===== src/hdl/ggd_pkg.sv =====
// Shared types, constants and helper functions for the go-to-goal drive controller.
// No dependencies; every other file of the block refers to this package by scoped names.
package ggd_pkg;

  localparam int CORDIC_STEPS = 16;
  localparam int DUTY_BITS = 8;
  localparam int CNT_W = $clog2(CORDIC_STEPS);
  localparam int ATAN_IDX_W = 5;
  localparam int XW = 28;
  localparam int ZW = 24;
  localparam int NUM_W = 52;
  localparam int DIV_CNT_W = $clog2(NUM_W);
  localparam int ACC_W = 56;

  localparam logic [1:0] ACT_UPDATE = 2'd0;
  localparam logic [1:0] ACT_GOAL = 2'd1;
  localparam logic [1:0] ACT_STOP = 2'd2;
  localparam logic [1:0] ACT_NONE = 2'd3;

  localparam logic [1:0] CMD_HOLD = 2'd0;
  localparam logic [1:0] CMD_DRIVE = 2'd1;
  localparam logic [1:0] CMD_OFF = 2'd2;

  localparam logic [2:0] REG_KP_LIN = 3'd0;
  localparam logic [2:0] REG_KI_LIN = 3'd1;
  localparam logic [2:0] REG_KD_LIN = 3'd2;
  localparam logic [2:0] REG_KP_ANG = 3'd3;
  localparam logic [2:0] REG_KI_ANG = 3'd4;
  localparam logic [2:0] REG_KD_ANG = 3'd5;
  localparam logic [2:0] REG_FLOOR = 3'd6;
  localparam logic [2:0] REG_CEIL = 3'd7;

  localparam logic signed [16:0] INV_GAIN = 17'sd39797;
  localparam logic [17:0] STOP_RADIUS = 18'd82;
  localparam logic signed [NUM_W-1:0] LIN_INT_LIMIT = NUM_W'(64'sd5 <<< 26);
  localparam logic signed [NUM_W-1:0] ANG_INT_LIMIT = NUM_W'(64'sd50 <<< 22);
  localparam logic signed [17:0] HALF_TURN = 18'sd11520;
  localparam logic signed [17:0] FULL_TURN = 18'sd23040;
  localparam logic signed [ZW-1:0] QUARTER_TURN = ZW'(90 * 16384);

  typedef enum logic [4:0] {
    ST_IDLE, ST_CORDIC, ST_MAG, ST_CHK, ST_WRAP,
    ST_M1, ST_M2, ST_M3, ST_M4, ST_M5, ST_M6, ST_M7, ST_M8,
    ST_DIV1, ST_DIV1B, ST_DIV2, ST_BASE, ST_TURN, ST_DRV, ST_EMIT
  } ggd_state_t;

  typedef struct packed {
    logic [DUTY_BITS-1:0] duty;
    logic fwd;
  } ggd_drive_t;

  function automatic logic signed [ZW-1:0] atan_lut(input logic [ATAN_IDX_W-1:0] idx);
    logic signed [ZW-1:0] v;
    case (idx)
      5'd0: v = 24'sd737280;
      5'd1: v = 24'sd435242;
      5'd2: v = 24'sd229970;
      5'd3: v = 24'sd116736;
      5'd4: v = 24'sd58595;
      5'd5: v = 24'sd29322;
      5'd6: v = 24'sd14667;
      5'd7: v = 24'sd7334;
      5'd8: v = 24'sd3667;
      5'd9: v = 24'sd1833;
      5'd10: v = 24'sd917;
      5'd11: v = 24'sd458;
      5'd12: v = 24'sd229;
      5'd13: v = 24'sd115;
      5'd14: v = 24'sd57;
      5'd15: v = 24'sd29;
      5'd16: v = 24'sd14;
      5'd17: v = 24'sd7;
      5'd18: v = 24'sd4;
      5'd19: v = 24'sd2;
      5'd20: v = 24'sd1;
      default: v = 24'sd0;
    endcase
    return v;
  endfunction

  function automatic ggd_drive_t drive_duty(input logic signed [26:0] base,
                                            input logic signed [26:0] turn_term,
                                            input logic [7:0] floor_v,
                                            input logic [7:0] ceil_v);
    logic signed [27:0] s;
    logic [27:0] a;
    logic [9:0] m;
    ggd_drive_t r;
    s = {base[26], base} - {turn_term[26], turn_term};
    a = s[27] ? 28'(-s) : 28'(s);
    m = a[27:18];
    r.fwd = !s[27] || (m == 10'd0);
    if (m != 10'd0 && m < {2'b0, floor_v}) m = {2'b0, floor_v};
    if (m > {2'b0, ceil_v}) m = {2'b0, ceil_v};
    r.duty = m[DUTY_BITS-1:0];
    return r;
  endfunction

endpackage


===== src/hdl/ggd_cordic.sv =====
// Iterative CORDIC vectoring unit: one shift-add rotation per cycle.
// Depends on ggd_pkg for widths, step count and the arctangent table.
module ggd_cordic (
  input  logic clk,
  input  logic rst,
  input  logic start,
  input  logic signed [16:0] dx,
  input  logic signed [16:0] dy,
  output logic done,
  output logic signed [ggd_pkg::XW-1:0] mag_x,
  output logic signed [ggd_pkg::ZW-1:0] ang_z
);

  logic signed [ggd_pkg::XW-1:0] x, y, xs, ys, xi, yi;
  logic signed [ggd_pkg::ZW-1:0] z, at;
  logic [ggd_pkg::CNT_W-1:0] cnt;
  logic busy;

  assign xi = {{(ggd_pkg::XW - 25){dx[16]}}, dx, 8'b0};
  assign yi = {{(ggd_pkg::XW - 25){dy[16]}}, dy, 8'b0};
  assign xs = x >>> cnt;
  assign ys = y >>> cnt;
  assign at = ggd_pkg::atan_lut(ggd_pkg::ATAN_IDX_W'(cnt));
  assign mag_x = x;
  assign ang_z = z;

  always_ff @(posedge clk) begin
    if (rst) begin
      busy <= 1'b0;
      done <= 1'b0;
      cnt <= '0;
    end else begin
      done <= 1'b0;
      if (start) begin
        busy <= 1'b1;
        cnt <= '0;
        if (xi < 0) begin
          if (yi >= 0) begin
            x <= yi;
            y <= -xi;
            z <= ggd_pkg::QUARTER_TURN;
          end else begin
            x <= -yi;
            y <= xi;
            z <= -ggd_pkg::QUARTER_TURN;
          end
        end else begin
          x <= xi;
          y <= yi;
          z <= '0;
        end
      end else if (busy) begin
        if (y >= 0) begin
          x <= x + ys;
          y <= y - xs;
          z <= z + at;
        end else begin
          x <= x - ys;
          y <= y + xs;
          z <= z - at;
        end
        if (cnt == ggd_pkg::CNT_W'(ggd_pkg::CORDIC_STEPS - 1)) begin
          busy <= 1'b0;
          done <= 1'b1;
        end else begin
          cnt <= cnt + 1'b1;
        end
      end
    end
  end

endmodule


===== src/hdl/ggd_divider.sv =====
// Restoring signed divider that truncates toward zero, one quotient bit per cycle.
// Depends on ggd_pkg for the numerator width.
module ggd_divider (
  input  logic clk,
  input  logic rst,
  input  logic start,
  input  logic signed [ggd_pkg::NUM_W-1:0] num,
  input  logic [15:0] den,
  output logic done,
  output logic signed [ggd_pkg::NUM_W-1:0] quo
);

  logic [ggd_pkg::NUM_W-1:0] sh;
  logic [15:0] rem, d;
  logic [16:0] rem_sh;
  logic [ggd_pkg::DIV_CNT_W-1:0] cnt;
  logic busy, neg, fits;

  assign rem_sh = {rem, sh[ggd_pkg::NUM_W-1]};
  assign fits = rem_sh >= {1'b0, d};
  assign quo = neg ? -$signed(sh) : $signed(sh);

  always_ff @(posedge clk) begin
    if (rst) begin
      busy <= 1'b0;
      done <= 1'b0;
      cnt <= '0;
    end else begin
      done <= 1'b0;
      if (start) begin
        busy <= 1'b1;
        cnt <= '0;
        rem <= '0;
        d <= den;
        neg <= num[ggd_pkg::NUM_W-1];
        sh <= num[ggd_pkg::NUM_W-1] ? ggd_pkg::NUM_W'(-num) : ggd_pkg::NUM_W'(num);
      end else if (busy) begin
        rem <= fits ? 16'(rem_sh - {1'b0, d}) : rem_sh[15:0];
        sh <= {sh[ggd_pkg::NUM_W-2:0], fits};
        if (cnt == ggd_pkg::DIV_CNT_W'(ggd_pkg::NUM_W - 1)) begin
          busy <= 1'b0;
          done <= 1'b1;
        end else begin
          cnt <= cnt + 1'b1;
        end
      end
    end
  end

endmodule


===== src/hdl/go_to_goal_dual_pid_drive.sv =====
// Go-to-goal controller: sequencer, shared multiplier and PID datapath.
// Depends on ggd_pkg, ggd_cordic and ggd_divider.
// Set goal, stop and ignored beats: result one cycle after acceptance. A pose update
// that reaches the goal runs CORDIC, MAG, CHK, EMIT; a drive update adds WRAP, repeated
// per extra heading wrap, M1-M8, both divisions, BASE, TURN, DRV. The next beat waits
// for idle and a free output. Synchronous reset restores the gains and halts the drive.
module go_to_goal_dual_pid_drive (
  input  logic clk,
  input  logic rst,
  input  logic in_valid,
  output logic in_stall,
  input  logic [1:0] action,
  input  logic signed [15:0] pos_x,
  input  logic signed [15:0] pos_y,
  input  logic signed [15:0] heading,
  input  logic [15:0] time_step,
  output logic out_valid,
  input  logic out_stall,
  output logic [1:0] command,
  output logic [ggd_pkg::DUTY_BITS-1:0] left_duty,
  output logic left_forward,
  output logic [ggd_pkg::DUTY_BITS-1:0] right_duty,
  output logic right_forward,
  output logic goal_reached,
  input  logic cfg_valid,
  output logic cfg_ready,
  input  logic [2:0] cfg_index,
  input  logic [15:0] cfg_data
);

  ggd_pkg::ggd_state_t state, state_next;

  logic signed [15:0] kp_l, ki_l, kd_l, kp_a, ki_a, kd_a;
  logic [7:0] duty_floor, duty_ceiling;
  logic halted;
  logic signed [15:0] target_x, target_y, hd_r;
  logic [15:0] dt_r;
  logic signed [31:0] dint, aint;
  logic signed [23:0] prev_d, prev_a;
  logic [17:0] dist_q;
  logic signed [17:0] eang;
  logic signed [49:0] p, prod;
  logic signed [ggd_pkg::ACC_W-1:0] acc_l, acc_a;
  logic signed [26:0] base, turn_term;
  logic [1:0] res_cmd;
  logic res_goal;
  ggd_pkg::ggd_drive_t res_l, res_r, drv_l, drv_r;

  logic accept, out_free, run, emit;
  logic signed [16:0] mul_a;
  logic signed [32:0] mul_b;
  logic cordic_start, cordic_done, div_start, div_done;
  logic signed [ggd_pkg::XW-1:0] cx;
  logic signed [ggd_pkg::ZW-1:0] cz, zb;
  logic signed [ggd_pkg::NUM_W-1:0] div_num, div_quo;
  logic signed [49:0] pr;
  logic [17:0] dist_c;
  logic signed [17:0] eang_c;
  logic signed [24:0] diff_d, diff_a;

  function automatic logic signed [31:0] clamp_int(input logic signed [31:0] acc,
                                                   input logic signed [49:0] add,
                                                   input logic signed [ggd_pkg::NUM_W-1:0] lim);
    logic signed [ggd_pkg::NUM_W-1:0] s;
    s = ggd_pkg::NUM_W'(acc) + ggd_pkg::NUM_W'(add);
    if (s > lim) s = lim;
    else if (s < -lim) s = -lim;
    return s[31:0];
  endfunction

  function automatic logic signed [26:0] clamp_cap(input logic signed [63:0] v,
                                                   input logic [7:0] ceil_v);
    logic signed [63:0] cap, r;
    cap = $signed({38'b0, ceil_v, 18'b0});
    r = v;
    if (r > cap) r = cap;
    else if (r < -cap) r = -cap;
    return r[26:0];
  endfunction

  assign out_free = !out_valid || !out_stall;
  assign in_stall = (state != ggd_pkg::ST_IDLE) || !out_free;
  assign accept = in_valid && !in_stall;
  assign run = (action == ggd_pkg::ACT_UPDATE) && !halted && (time_step != 16'd0);
  assign cfg_ready = 1'b1;
  assign emit = ((state == ggd_pkg::ST_IDLE) && accept && !run) ||
                ((state == ggd_pkg::ST_EMIT) && out_free);

  assign prod = mul_a * mul_b;
  assign pr = p + 50'sd8388608;
  assign dist_c = pr[41:24];
  assign zb = cz + ggd_pkg::ZW'(128);
  assign eang_c = 18'($signed(zb[23:8])) - 18'(hd_r);
  assign diff_d = $signed({7'b0, dist_q}) - 25'(prev_d);
  assign diff_a = 25'(eang) - 25'(prev_a);
  assign div_num = {p[35:0], 16'b0};
  assign drv_l = ggd_pkg::drive_duty(base, turn_term, duty_floor, duty_ceiling);
  assign drv_r = ggd_pkg::drive_duty(base, -turn_term, duty_floor, duty_ceiling);

  ggd_cordic u_cordic (
    .clk(clk), .rst(rst), .start(cordic_start),
    .dx(17'(target_x) - 17'(pos_x)), .dy(17'(target_y) - 17'(pos_y)),
    .done(cordic_done), .mag_x(cx), .ang_z(cz)
  );

  ggd_divider u_div (
    .clk(clk), .rst(rst), .start(div_start), .num(div_num), .den(dt_r),
    .done(div_done), .quo(div_quo)
  );

  always_comb begin
    state_next = state;
    unique case (state)
      ggd_pkg::ST_IDLE: if (accept && run) state_next = ggd_pkg::ST_CORDIC;
      ggd_pkg::ST_CORDIC: if (cordic_done) state_next = ggd_pkg::ST_MAG;
      ggd_pkg::ST_MAG: state_next = ggd_pkg::ST_CHK;
      ggd_pkg::ST_CHK: state_next = (dist_c < ggd_pkg::STOP_RADIUS) ? ggd_pkg::ST_EMIT
                                                                     : ggd_pkg::ST_WRAP;
      ggd_pkg::ST_WRAP: begin
        if (eang <= ggd_pkg::HALF_TURN && eang >= -ggd_pkg::HALF_TURN) begin
          state_next = ggd_pkg::ST_M1;
        end
      end
      ggd_pkg::ST_M1: state_next = ggd_pkg::ST_M2;
      ggd_pkg::ST_M2: state_next = ggd_pkg::ST_M3;
      ggd_pkg::ST_M3: state_next = ggd_pkg::ST_M4;
      ggd_pkg::ST_M4: state_next = ggd_pkg::ST_M5;
      ggd_pkg::ST_M5: state_next = ggd_pkg::ST_M6;
      ggd_pkg::ST_M6: state_next = ggd_pkg::ST_M7;
      ggd_pkg::ST_M7: state_next = ggd_pkg::ST_M8;
      ggd_pkg::ST_M8: state_next = ggd_pkg::ST_DIV1;
      ggd_pkg::ST_DIV1: if (div_done) state_next = ggd_pkg::ST_DIV1B;
      ggd_pkg::ST_DIV1B: state_next = ggd_pkg::ST_DIV2;
      ggd_pkg::ST_DIV2: if (div_done) state_next = ggd_pkg::ST_BASE;
      ggd_pkg::ST_BASE: state_next = ggd_pkg::ST_TURN;
      ggd_pkg::ST_TURN: state_next = ggd_pkg::ST_DRV;
      ggd_pkg::ST_DRV: state_next = ggd_pkg::ST_EMIT;
      ggd_pkg::ST_EMIT: if (out_free) state_next = ggd_pkg::ST_IDLE;
      default: state_next = ggd_pkg::ST_IDLE;
    endcase
  end

  always_comb begin
    cordic_start = 1'b0;
    div_start = 1'b0;
    mul_a = '0;
    mul_b = '0;
    unique case (state)
      ggd_pkg::ST_IDLE: cordic_start = accept && run;
      ggd_pkg::ST_MAG: begin
        mul_a = ggd_pkg::INV_GAIN;
        mul_b = 33'(cx);
      end
      ggd_pkg::ST_M1: begin
        mul_a = $signed({1'b0, dt_r});
        mul_b = $signed({15'b0, dist_q});
      end
      ggd_pkg::ST_M2: begin
        mul_a = $signed({1'b0, dt_r});
        mul_b = 33'(eang);
      end
      ggd_pkg::ST_M3: begin
        mul_a = 17'(kp_l);
        mul_b = $signed({15'b0, dist_q});
      end
      ggd_pkg::ST_M4: begin
        mul_a = 17'(ki_l);
        mul_b = 33'(dint);
      end
      ggd_pkg::ST_M5: begin
        mul_a = 17'(kd_l);
        mul_b = 33'(diff_d);
      end
      ggd_pkg::ST_M6: begin
        mul_a = 17'(kp_a);
        mul_b = 33'(eang);
        div_start = 1'b1;
      end
      ggd_pkg::ST_M7: begin
        mul_a = 17'(ki_a);
        mul_b = 33'(aint);
      end
      ggd_pkg::ST_M8: begin
        mul_a = 17'(kd_a);
        mul_b = 33'(diff_a);
      end
      ggd_pkg::ST_DIV1B: div_start = 1'b1;
      default: ;
    endcase
  end

  always_ff @(posedge clk) begin
    if (rst) begin
      state <= ggd_pkg::ST_IDLE;
      out_valid <= 1'b0;
      kp_l <= 16'sd307;
      ki_l <= 16'sd0;
      kd_l <= 16'sd13;
      kp_a <= 16'sd512;
      ki_a <= 16'sd0;
      kd_a <= 16'sd26;
      duty_floor <= 8'd60;
      duty_ceiling <= 8'd220;
      halted <= 1'b1;
      target_x <= '0;
      target_y <= '0;
      dint <= '0;
      aint <= '0;
      prev_d <= '0;
      prev_a <= '0;
    end else begin
      state <= state_next;
      out_valid <= emit || (out_valid && out_stall);

      if (cfg_valid && cfg_ready) begin
        unique case (cfg_index)
          ggd_pkg::REG_KP_LIN: kp_l <= cfg_data;
          ggd_pkg::REG_KI_LIN: ki_l <= cfg_data;
          ggd_pkg::REG_KD_LIN: kd_l <= cfg_data;
          ggd_pkg::REG_KP_ANG: kp_a <= cfg_data;
          ggd_pkg::REG_KI_ANG: ki_a <= cfg_data;
          ggd_pkg::REG_KD_ANG: kd_a <= cfg_data;
          ggd_pkg::REG_FLOOR: duty_floor <= cfg_data[7:0];
          ggd_pkg::REG_CEIL: duty_ceiling <= cfg_data[7:0];
          default: ;
        endcase
      end

      unique case (state)
        ggd_pkg::ST_IDLE: begin
          if (accept) begin
            hd_r <= heading;
            dt_r <= time_step;
            if (!run) begin
              command <= (action == ggd_pkg::ACT_STOP) ? ggd_pkg::CMD_OFF : ggd_pkg::CMD_HOLD;
              left_duty <= '0;
              left_forward <= 1'b0;
              right_duty <= '0;
              right_forward <= 1'b0;
              goal_reached <= 1'b0;
              if (action == ggd_pkg::ACT_GOAL) begin
                target_x <= pos_x;
                target_y <= pos_y;
                halted <= 1'b0;
              end else if (action == ggd_pkg::ACT_STOP) begin
                halted <= 1'b1;
                dint <= '0;
                aint <= '0;
                prev_d <= '0;
                prev_a <= '0;
              end
            end
          end
        end
        ggd_pkg::ST_MAG: p <= prod;
        ggd_pkg::ST_CHK: begin
          res_l <= '0;
          res_r <= '0;
          if (dist_c < ggd_pkg::STOP_RADIUS) begin
            res_cmd <= ggd_pkg::CMD_OFF;
            res_goal <= 1'b1;
            halted <= 1'b1;
            dint <= '0;
            aint <= '0;
            prev_d <= '0;
            prev_a <= '0;
          end else begin
            dist_q <= dist_c;
            eang <= eang_c;
          end
        end
        ggd_pkg::ST_WRAP: begin
          if (eang > ggd_pkg::HALF_TURN) eang <= eang - ggd_pkg::FULL_TURN;
          else if (eang < -ggd_pkg::HALF_TURN) eang <= eang + ggd_pkg::FULL_TURN;
        end
        ggd_pkg::ST_M1: p <= prod;
        ggd_pkg::ST_M2: begin
          dint <= clamp_int(dint, p, ggd_pkg::LIN_INT_LIMIT);
          p <= prod;
        end
        ggd_pkg::ST_M3: begin
          aint <= clamp_int(aint, p, ggd_pkg::ANG_INT_LIMIT);
          p <= prod;
        end
        ggd_pkg::ST_M4: begin
          acc_l <= ggd_pkg::ACC_W'(p);
          p <= prod;
        end
        ggd_pkg::ST_M5: begin
          acc_l <= acc_l + ggd_pkg::ACC_W'(p >>> 16);
          p <= prod;
        end
        ggd_pkg::ST_M6: p <= prod;
        ggd_pkg::ST_M7: begin
          acc_a <= ggd_pkg::ACC_W'(p);
          p <= prod;
        end
        ggd_pkg::ST_M8: begin
          acc_a <= acc_a + ggd_pkg::ACC_W'(p >>> 16);
          p <= prod;
        end
        ggd_pkg::ST_DIV1: begin
          if (div_done) begin
            acc_l <= acc_l + ggd_pkg::ACC_W'(div_quo);
            prev_d <= 24'(dist_q);
          end
        end
        ggd_pkg::ST_DIV2: begin
          if (div_done) begin
            acc_a <= acc_a + ggd_pkg::ACC_W'(div_quo);
            prev_a <= 24'(eang);
          end
        end
        ggd_pkg::ST_BASE: begin
          base <= clamp_cap((64'(acc_l) <<< 5) + (64'(acc_l) <<< 3), duty_ceiling);
        end
        ggd_pkg::ST_TURN: begin
          turn_term <= clamp_cap((64'(acc_a) <<< 5) + (64'(acc_a) <<< 4), duty_ceiling);
        end
        ggd_pkg::ST_DRV: begin
          res_cmd <= ggd_pkg::CMD_DRIVE;
          res_goal <= 1'b0;
          res_l <= drv_l;
          res_r <= drv_r;
        end
        ggd_pkg::ST_EMIT: begin
          if (out_free) begin
            command <= res_cmd;
            left_duty <= res_l.duty;
            left_forward <= res_l.fwd;
            right_duty <= res_r.duty;
            right_forward <= res_r.fwd;
            goal_reached <= res_goal;
          end
        end
        default: ;
      endcase
    end
  end

endmodule

===== config.mk =====
export PLATFORM = sky130hd
export DESIGN_NAME = go_to_goal_dual_pid_drive
export DESIGN_NICKNAME = d
export VERILOG_FILES = /design/src/hdl/ggd_pkg.sv /design/src/hdl/ggd_cordic.sv /design/src/hdl/ggd_divider.sv /design/src/hdl/go_to_goal_dual_pid_drive.sv
export SDC_FILE = /design/constraint.sdc
export NUM_CORES = 2
export LEC_CHECK = 0
export BUFFER_PORTS_ARGS = -buffer_cell sky130_fd_sc_hd__buf_2
export CORE_ASPECT_RATIO = 1.2
export CORE_MARGIN = 2
export CORE_UTILIZATION = 52
export DETAILED_ROUTE_END_ITERATION = 10
export PLACE_DENSITY = 0.67
export SETUP_SLACK_MARGIN = 0.3
export SYNTH_ARGS = -nofsm -noshare
export SYNTH_HDL_FRONTEND = slang
export SYNTH_SLANG_ARGS = --single-unit

===== constraint.sdc =====
create_clock -name clk -period 26 [get_ports clk]
set_clock_uncertainty 0.15 [all_clocks]
set_input_delay 5.2 -clock clk [delete_from_list [all_inputs] [get_ports clk]]
set_output_delay 5.2 -clock clk [all_outputs]
set_load 0.02 [all_outputs]

# Word level (Yosys, flattened, before mapping)
# Memory sizes are Yosys's and may differ from the RTL's. A register that Yosys moved wholly into a read port is not among the register bits.
# Index checks and enable logic that the tools add are counted.
# totals
regBits	768
in_bits	90
out_inout_bits	24
wordCells	362
rom_bits	320
mem_count	1
# mem_list
name	depth	word_bits	read_ports	rd_clocked_by_memory_dff	write_ports	line_no	text
(name not given)	16	20	1	1	0	ggd_pkg.sv:54	case (idx)
# classes
shift	2
order_cmp	21
bitwise	7
muxes	111
multipliers	1
n_reduce_logical	86
addsub	36
eq_ne	44
# ops
op	n
$mux W28	12
$pmux W56 S3	2
$mux W24	12
$mux W32	9
$pmux W33 S7	1
$mux W52	4
$pmux W32 S3	2
$pmux W24 S3	2
$pmux W17 S8	1
$lt A62 B64 Y1	2
$gt A62 B27 Y1	2
$add A56 B34 Y56	2
$add A56 B52 Y56	2
$mux W56	2
$neg A52 Y52	2
$add A32 B50 Y51	2
$pmux W5 S20	1
$neg A26 Y64	1
$add A61 B59 Y62	1
$add A61 B60 Y62	1
$add A28 B28 Y28	2
$neg A25 Y28	2
$neg A28 Y28	2
$sshr A28 B4 Y28	2
other kinds (84)	237

# Logic depth before layout (Yosys ltp)
# depth
ltp_word	10
mapped_depth	43
ltp_nobuf	41

# Modules after synthesis
# A second synthesis with hierarchy kept.
# unflattened
hier_cells	11308
hier_area_um2	92979.2
# by_module_without_submodules
module	n_inst	cells_each	seq_area_each_um2	area_each_um2
go_to_goal_dual_pid_drive	1	9051	14574.0	73170.2
ggd_cordic	1	1557	2922.8	13251.5
ggd_divider	1	700	2712.6	6557.5

# Worst setup path before layout
# OpenSTA, ideal clock, no wires.
# synth_timing
path_type	input to register
startpoint	input rst
endpoint	register p[0] (enable)
path_stages	3
path_buffers	2
setup_slack_ps	11683
t_arrival_ps	13440
path_cell_list	clkbuf_1 clkbuf_1 a2111oi_0
# synth_via
elab_chain_len	2
# synth_lines
item	line_no	text
from (decl)	go_to_goal_dual_pid_drive.sv:9	input logic rst,
$not A1 Y1 (no source line)	n/a	
$reduce_and A2 Y1 (no source line)	n/a	
to (signal assigned)	go_to_goal_dual_pid_drive.sv:255	ggd_pkg::ST_MAG: p <= prod;
to (signal assigned)	go_to_goal_dual_pid_drive.sv:276	ggd_pkg::ST_M1: p <= prod;
to (signal assigned)	go_to_goal_dual_pid_drive.sv:279	p <= prod;
to (decl)	go_to_goal_dual_pid_drive.sv:42	logic signed [49:0] p, prod;
# Every way passes these cells.
# A chain may end at the register's enable or synchronous reset.

# Worst setup path in the final report
# layout_timing
startpoint	register state[1]
endpoint	register p[46] (data pin)
# layout_via
elab_chain_len	4
word_cells_on_any_way	15
# layout_lines
item	line_no	text
from (decl)	go_to_goal_dual_pid_drive.sv:31	ggd_pkg::ggd_state_t state, state_next;
from (signal assigned)	go_to_goal_dual_pid_drive.sv:194	state <= ggd_pkg::ST_IDLE;
from (signal assigned)	go_to_goal_dual_pid_drive.sv:212	state <= state_next;
$eq A5 B3 Y1 / $eq A5 B4 Y1 (equally long branches)	go_to_goal_dual_pid_drive.sv:148	unique case (state)
$reduce_or A2 Y1 (no source line)	n/a	
$pmux W17 S8 / $pmux W33 S7 (equally long branches)	go_to_goal_dual_pid_drive.sv:148	
$mul A17 B33 Y50 (*)	go_to_goal_dual_pid_drive.sv:89	assign prod = mul_a * mul_b;
named net prod[46]	go_to_goal_dual_pid_drive.sv:42	
# Mark *: on every way through the listed nets, which the timed path passes. The rest lies on a longest branch.

==> metrics <==
outcome complete, no violations; TritonCTS Buffers 90; IO buf count 112; crit share post-route between 40% and 50%; Crit path max-delay family adder cells; layout cell share with drive strength beyond 1 roughly 5.9%; Most used DFF post-synth edfxtp_1; die height between 400 and 500 um; worst endpoint data arrival time 12.14 ns; largest net degree at the start of global routing 94; flops & latches, synth 768; Synth top area share between 10% and 20%; Setup CP Type reg2reg; async set-or-reset flop fraction in the synthesized netlist 0%; via/cell ratio slightly above 6; Placement Setup Slack about 14 ns; max_slew headroom about a tenth; Area growth syn-to-layout 7.08%; drt initial violations between 6000 and 7000; # setup viols final 0; most used cell, CP fa_1; GR Overflow Total 0; slack of the critical path 14.14 ns; CP startpoint kind register; register area share after synthesis approximately 22%; worst path required time 26.28 ns; met2 Track Usage GR between 60% and 70%; TNS Setup 0 ns; nets@finish ~12000; initial antenna violation count 28; hold bufs inserted after CTS 0; Starting Density about 52%; Mapped Avg Cell Area between 8 and 9 um2; Skew-Pair Late Insertion Delay 0.77 ns; maxcap violations 0; CTS max path bufs 3; HP Class reg2reg; CP Capture Type register; cts repair resizes 0; Critical Path Fanout Max 27; gr usage total 34.6%; hold-critical path depth 2; GR Layer Usage met1 40.0%; maximum vdd drop 0.0853 mV; # IOs approximately 110; synthesized instance count between 10000 and 15000; area leader, netlist edfxtp_1; FF-to-FF path depth 31; Root Buffer clkbuf_16; CTS tree built; average wire per standard cell around 24 um; htree depth 3; slowest library cell on the worst path clkinv_1; Sink Count roughly 770; num rows approximately 170; Setup Buffers After CTS 0; drt total wl a little over 300000 um; drt drc 0; RSZ-0062 raised after global routing false; Fill cells 15800; number of routed nets with antenna violations 0; Static Leak approximately 0.042 uW; Fin. Hold Viols 0; core area between 0.15 and 0.2 mm2; Post-synth EDFFs roughly 480; Post-Syn Area approximately 0.090 mm2; CP max stage delay about 1 ns; full die area about 0.18 mm2; f_max approximately 0.084 GHz; clock slew at reported path FFs ~0.070 ns; Slew Viols, Final 0; Die Wd approximately 380 um; synth warn 0; Distinct cells, synth 96; top cells by area, synth edfxtp_1 (16%), fa_1 (12%), ha_1 (11%), dfxtp_1 (6.3%), nand2_1 (5.5%); grt peak-use layer met2; vias in the first global route ~80000; CP Buf/Inv Count 6; Initial DRT Pass Iterations 6; pwr/cell area ~35 mW/mm2; RePlAce Congestion between 1 and 1.5; placed cell area between 0.09 and 0.1 mm2; Slew @ Worst Pin 1.34 ns; Levels on crit path 31; shortest period the worst path allows 11.86 ns; first-pass GRT wire length 471000 um; final instance area between 0.09 and 0.1 mm2; met3 Use GR 4.43%; routed vias ~82000; Syn Nets between 10000 and 15000; HPWL Detailed around 250000 um
registers in the layout (all words and copies together) (netlist names), 20 cells and up:
register / flops
turn_term: 23
u_cordic.at: 20
base: 24
p: 50
u_cordic.ang_z: 24
u_div.sh: 52
aint: 32
acc_a: 56
acc_l: 56
u_cordic.mag_x: 28
u_cordic.y: 28
dint: 32
placed cells by master (no fill, tap or decap), types with 50 or more instances in the layout:
cell type | netlist | routed
a211oi_1 | 100 | 99
a21o_1 | 300 | 300
a21oi_1 | 834 | 831
a22o_1 | 66 | 66
a31oi_1 | 81 | 80
and2_1 | 91 | 91
and3_1 | 112 | 112
buf_2 | 3 | 111
buf_4 | 1 | 159
clkbuf_16 | 0 | 98
dfxtp_1 | 285 | 281
edfxtp_1 | 483 | 483
fa_1 | 542 | 542
ha_1 | 826 | 826
inv_1 | 928 | 930
mux2i_1 | 79 | 79
mux4_2 | 50 | 50
nand2_1 | 1309 | 1308
nand2b_1 | 128 | 128
nand3_1 | 229 | 228
nand4_1 | 121 | 121
nor2_1 | 997 | 986
nor2b_1 | 109 | 108
nor3_1 | 184 | 164
nor4_1 | 78 | 70
o211ai_1 | 71 | 71
o21a_1 | 105 | 105
o21ai_0 | 660 | 660
o21bai_1 | 82 | 82
o31ai_1 | 96 | 96
or3_1 | 83 | 81
xnor2_1 | 412 | 412
xor2_1 | 305 | 305
worst paths after layout:
| path | slack (ns) | startpoint | endpoint |
|---|---|---|---|
| worst max register to register | 14.14 | state[1] | p[46] |
| worst min register to register | 0.30 | prev_a[5] | prev_a[5] |
| worst min-delay path | 0.30 | prev_a[5] | prev_a[5] |
| worst max-delay path | 14.14 | state[1] | p[46] |
cells by family after synthesis:
kind of cell             count (synthesis)  synth area share, %
AO/OA/AOI/OAI                         2832                 20.0
XOR/XNOR                               717                 6.97
adder cells (fa/ha/maj)               1368                 23.5
buffers and inverters                 1407                 5.88
flip-flops                             768                 22.4
multiplexers                           158                 2.49
other                                    1              0.00416
AND/OR/NAND/NOR                       3643                 18.7
Yosys cell counts, types with 78 or more instances:
library cell and instances:
mux2i_1 79, o21a_1 105, dfxtp_1 285, edfxtp_1 483, a21o_1 300, nor2_1 997
o21ai_0 660, or3_1 83, nor4_1 78, nand2_1 1309, ha_1 826, nand3_1 229
a211oi_1 100, xnor2_1 412, nor3_1 184, and2_1 91, o31ai_1 96, xor2_1 305
nand2b_1 128, a31oi_1 81, and3_1 112, clkbuf_1 436, o21bai_1 82, nand4_1 121
nor2b_1 109, a21oi_1 834, fa_1 542, inv_1 928
stage by stage:
step	std cells	hold WS (ns)	total power, uW	util, %
final	13200	0.301	3350	55.9
after CTS	13100	0.305	3360	55.9
after detailed placement	13000	0.296	1990	54.0
after global routing	13100	0.317	3460	55.9
after global placement	13000	0.289	1980	54.0
after floorplan	10900	0.275	1780	-
area by class of cell:
class,count,area (um2),area share (%)
clock buffers,120,2650,2.74
diodes,22,55.1,0.0571
multi-input cells,8719,64800,67.2
clock inverters,47,547,0.567
repair buffers,271,1760,1.83
inverters,931,3490,3.62
well taps,2281,2850,2.96
flip-flops and latches,768,20200,21.0
layer usage:
| metal | wire, um | share of wire, % | up-vias |
|---|---|---|---|
| met5 | 80 | 0.026 | - |
| met4 | 23600 | 7.6 | 12 |
| met3 | 20000 | 6.4 | 954 |
| met2 | 150000 | 48 | 3144 |
| met1 | 117000 | 38 | 39400 |
| li1 | - | - | 38200 |
power by group:
part | total (uW) | switching, uW | internal (uW)
registers | 1370 | 35.1 | 1330
logic | 608 | 408 | 200
clock network | 1380 | 599 | 777
total | 3350 | 1040 | 2310
worst min-delay path: cells and delay by family, from the launching register on:
family | cells | cell delay [ns]
flops | 1 | 0.31
simple gates | 1 | 0.05
compound gates | 1 | 0.05
Power figures use the tool's default switching activity.
